[config.mk]
export PLATFORM = sky130hd
export DESIGN_NAME = toc_mul
export DESIGN_NICKNAME = d
export VERILOG_FILES = /design/src/triangle_overhang_classifier_defines.svh /design/src/toc_pkg.sv /design/src/toc_mul.sv
export SDC_FILE = /design/constraint.sdc
export NUM_CORES = 2
export LEC_CHECK = 0
export CORE_UTILIZATION = 39
export CTS_CLUSTER_SIZE = 12
export DETAILED_ROUTE_END_ITERATION = 7
export DONT_BUFFER_PORTS = 1
export PLACE_DENSITY_LB_ADDON = 0.05
export SKIP_CTS_REPAIR_TIMING = 1
export SYNTH_ARGS = -nofsm -noshare
export SYNTH_HDL_FRONTEND = slang
export SYNTH_SLANG_ARGS = --single-unit
[constraint.sdc]
create_clock -name i_clk -period 7.4 [get_ports i_clk]
set_input_delay 0.37 -clock i_clk [delete_from_list [all_inputs] [get_ports i_clk]]
set_output_delay 0.37 -clock i_clk [all_outputs]
set_load 0.01 [all_outputs]
[src/triangle_overhang_classifier_defines.svh]
// ----------------------------------------------------------------------------
// Assertion macros for the triangle overhang classifier
// Concurrent checks with synchronous active-low reset masking.
// ----------------------------------------------------------------------------
`ifndef TRIANGLE_OVERHANG_CLASSIFIER_DEFINES_SVH
`define TRIANGLE_OVERHANG_CLASSIFIER_DEFINES_SVH

// Check that cons holds in the same cycle as ante.
`define TOC_ASSERT_IMPL(lbl, clk, rst_n, ante, cons, msg) \
    lbl: assert property (@(posedge clk) disable iff (!rst_n) (ante) |-> (cons)) \
        else $error(msg);

// Check that cons holds in the cycle after ante.
`define TOC_ASSERT_NEXT(lbl, clk, rst_n, ante, cons, msg) \
    lbl: assert property (@(posedge clk) disable iff (!rst_n) (ante) |=> (cons)) \
        else $error(msg);

`endif

[src/toc_pkg.sv]
// ----------------------------------------------------------------------------
// toc_pkg
// Shared constants, register codes and types of the overhang classifier.
// ----------------------------------------------------------------------------
`default_nettype none

package toc_pkg;

    // Default vertex coordinate width
    localparam int COORD_WIDTH_DEF = 16;

    // Configuration word and register index widths
    localparam int CFG_WIDTH     = 16;
    localparam int CFG_IDX_WIDTH = 2;

    typedef logic [CFG_IDX_WIDTH-1:0]    t_cfg_idx;
    typedef logic signed [CFG_WIDTH-1:0] t_cfg_word;

    // Register indexes
    localparam t_cfg_idx CFG_COS_THRESHOLD = 2'd0;
    localparam t_cfg_idx CFG_DIR_X         = 2'd1;
    localparam t_cfg_idx CFG_DIR_Y         = 2'd2;
    localparam t_cfg_idx CFG_DIR_Z         = 2'd3;

    // Register reset values: cos 30 degrees in Q1.14, direction (0, -1, 0)
    localparam t_cfg_word COS_THRESHOLD_RST = 16'sd14189;
    localparam t_cfg_word DIR_X_RST         = 16'sd0;
    localparam t_cfg_word DIR_Y_RST         = -16'sd1;
    localparam t_cfg_word DIR_Z_RST         = 16'sd0;

    // Operand slice handled per stage of the pipelined multiplier
    localparam int MUL_CHUNK = 16;

    // Scale of the squared dot product: (2^14)^2 from the Q1.14 cosine
    localparam int LHS_SHIFT = 28;

endpackage

`default_nettype wire

[src/toc_mul.sv]
// ----------------------------------------------------------------------------
// toc_mul
// Pipelined unsigned multiplier: one slice of operand b per stage.
// ----------------------------------------------------------------------------
`default_nettype none

module toc_mul #(
    parameter int A_WIDTH = 32,
    parameter int B_WIDTH = 32,
    parameter int CHUNK   = toc_pkg::MUL_CHUNK
) (
    input  logic                       i_clk,
    input  logic                       i_en,
    input  logic [A_WIDTH-1:0]         i_a,
    input  logic [B_WIDTH-1:0]         i_b,
    output logic [A_WIDTH+B_WIDTH-1:0] o_p
);

    localparam int NCH      = (B_WIDTH + CHUNK - 1) / CHUNK;
    localparam int BP_WIDTH = NCH * CHUNK;
    localparam int P_WIDTH  = A_WIDTH + B_WIDTH;
    localparam int PP_WIDTH = A_WIDTH + CHUNK;

    logic [A_WIDTH-1:0]  r_a   [NCH];
    logic [BP_WIDTH-1:0] r_b   [NCH];
    logic [P_WIDTH-1:0]  r_acc [NCH];
    logic [BP_WIDTH-1:0] w_b_in;

    // Pad b to a whole number of slices
    assign w_b_in = BP_WIDTH'(i_b);

    for (genvar k = 0; k < NCH; k++) begin : g_stage
        logic [A_WIDTH-1:0]  w_a;
        logic [BP_WIDTH-1:0] w_b;
        logic [P_WIDTH-1:0]  w_acc;
        logic [PP_WIDTH-1:0] w_pp;

        if (k == 0) begin : g_first
            assign w_a   = i_a;
            assign w_b   = w_b_in;
            assign w_acc = '0;
        end else begin : g_next
            assign w_a   = r_a[k-1];
            assign w_b   = r_b[k-1];
            assign w_acc = r_acc[k-1];
        end

        // Partial product of a with slice k of b
        assign w_pp = PP_WIDTH'(w_a) * PP_WIDTH'(w_b[k*CHUNK +: CHUNK]);

        // Accumulate the weighted partial product, hold on stall
        always_ff @(posedge i_clk) begin
            if (i_en) begin
                r_a[k]   <= w_a;
                r_b[k]   <= w_b;
                r_acc[k] <= w_acc + (P_WIDTH'(w_pp) << (k * CHUNK));
            end
        end
    end

    assign o_p = r_acc[NCH-1];

endmodule

`default_nettype wire

==> metrics <==
Starting Density=39.4%; Max Fclk=129 MHz; Bufs on Longest Clock Path=2; final cell count without fillers=5741; Mapped Cells=4200; DRT Pass-1 Iters=5; Final Skew=16.8 ps; Buf/Inv on CP=8; ys async rst share=0%; Fin Hold WS=approximately 52 ps; top post-synthesis cells by count=877 x inv_1, 837 x fa_1, 816 x nand2_1; crit-path leading delay family=adder cells; number of global-route vias before repair=30900; htree depth=4; Slew Limit Fails=0; Slew HR=52.0%; dpl hpwl=92.3 mm; Ports=130; CP startpoint kind=flip-flop; share of cells above drive strength 1=between 10% and 20%; RSZ-0062 raised after global routing=yes; number of synthesized flops with an enable pin=160; fin crit share=105%; filler cell count=9716; wire length on met1=approximately 55 mm; status=finished with violations; Synth area leaders=fa_1 43%, edfxtp_1 12%, ha_1 8.8%; top-count cell post-synth=inv_1; number of max-cap violations=0; synthesized area=approximately 39000 um^2; DRT Wirelength=between 100 and 150 mm; Crit Path Max Fanout=8; Yosys Warn Count=0; Avg Vias per Cell=4.95; met2 WL post-DR=53.4 mm; Worst path slowest cell=fa_1; Die ar.=101000 um^2; starting DRC count in detailed routing=between 1500 and 2000; Worst EP arrival=7970 ps; Slew @ Worst Pin=slightly above 700 ps; Remaining Overflow, GRT=0; Final min period=7750 ps; Final Instance Area=between 40000 and 50000 um^2; Seq/Total Area, Yosys=12.4%; clk slew on worst S/H paths=~80 ps; syn_nets=around 5400; Syn-to-layout area delta=14.6%; top routing layer in use=met5; Synth Flop Type=edfxtp_1; clk sink count=160; type of the worst min-delay path=input port to flip-flop; area leader, netlist=fa_1; Synth cell types=69; slowest cell delay on critical path=around 560 ps; CTS tree=done; #FFs+latches synth=160; placed cell count=5630; Final setup viols=19; gpl congestion=a little under 0.9; Worst Path Class, Setup=flip-flop to flip-flop; failing checks=negative setup slack; Num CTS Buffers=17; DP Area=~43000 um^2; antenna-violating nets left=0; Synth top area share=about 43%; Die Y=~320 um; pin count of the biggest net entering global routing=roughly 160; PnR worst setup slack=-349 ps; Port-buffer cells=0; Syn Area/Cell=~9.3 um^2; met3 WL post-DR=between 3 and 4 mm; Post-route DRC=0; site row count=115; CP dominant cell by count=fa_1; drt wl/cell=just under 20 um; core box area=98600 um^2; initial antenna violation count=10; GRT Overall Usage=between 20% and 30%; Clock Latency Late Sink=490 ps; worst slack at placement=-539 ps; first-pass GRT wire length=181 mm; Post-layout nets=5618; clock root buffer=clkbuf_16; Final Hold Viols=0; total number of vias=28400; Die W=318 um; n_diodes=0; worst path required time=7620 ps; Worst setup EP type=flip-flop
## registers in the layout (all words and copies together), names as in the netlist
register and count:
r_a 32, r_acc 112, r_b 16
## worst paths after layout
| kind | start | endpoint | slack (ps) | cells past startpoint |
|---|---|---|---|---|
| worst min-delay path | i_en | r_acc[0][127]$_DFFE_PP_ | 50 | 0 |
| worst max register to register | r_b[0][25]$_DFFE_PP_ | r_acc[0][108]$_DFFE_PP_ | -350 | 31 |
| worst min register to register | r_acc[0][3]$_DFFE_PP_ | r_acc[0][67]$_DFFE_PP_ | 410 | 0 |
| worst max-delay path | r_b[0][25]$_DFFE_PP_ | r_acc[0][108]$_DFFE_PP_ | -350 | 31 |
## layout by cell type, fill, tap and decap left out, types with 6 or more instances in the layout
master	Yosys	routed
a211o_1	7	7
a211oi_1	14	12
a21o_1	69	69
a21oi_1	130	104
a21oi_2	0	24
a31oi_1	10	8
and2_1	308	306
and3_1	9	9
buf_12	0	20
buf_4	0	319
buf_6	0	21
clkbuf_16	0	19
dlygate4sd3_1	0	48
edfxtp_1	160	160
fa_1	837	830
fa_2	0	7
ha_1	274	260
ha_4	0	12
inv_1	877	872
nand2_1	816	807
nand2_2	0	8
nand2b_1	11	10
nand3_1	25	23
nand4_1	28	28
nor2_1	68	66
nor2b_1	13	13
nor3_1	17	13
nor4_1	9	7
o211ai_1	11	11
o21a_1	12	12
o21ai_0	66	56
o21ai_1	3	9
o21bai_1	16	15
or2_2	8	7
xnor2_1	83	77
xnor2_2	0	6
xor2_1	44	43
## cells by family (layout without fill, tap and decap cells)
logic type / after synthesis / in the layout / synth area share (%)
AOI/OAI and AO/OA: 392 / 392 / 6.59
xor gates and xnor gates: 127 / 127 / 2.86
adders and majority gates: 1111 / 1111 / 51.9
buffers and inverters: 1070 / 1324 / 10.4
DFF: 160 / 160 / 12.4
muxes: 4 / 4 / 0.106
and+or+nand+nor: 1336 / 1336 / 15.8
## final cells by class
cell class | count | area (um^2) | share of cell area [%]
clock buffer | 19 | 433 | 0.972
clock inverter | 13 | 119 | 0.267
inverter | 877 | 3290 | 7.39
multi-input combinational | 2970 | 30600 | 68.8
sequential | 160 | 4800 | 10.8
tap | 1287 | 1610 | 3.62
timing repair buffer | 415 | 3630 | 8.15
## metrics by stage
stage               utilization (%)  setup TNS [ps]
global placement               43.2           -7600
global route                   45.2          -10450
detailed placement             43.2           -8270
floorplan                         -          -0.268
CTS                            43.7          -10000
finish                         45.2           -4290
## metal layers
layer  vias to the layer above  track usage [%]
met4                         8             4.52
met5                         -                0
met3                        73             1.90
met1                     14700             33.7
met2                       443             38.0
li1                      13200                -
Power is left out: the tool's default activity adds up to more than one toggle a clock period on the data nets, which glitch-free logic cannot reach.
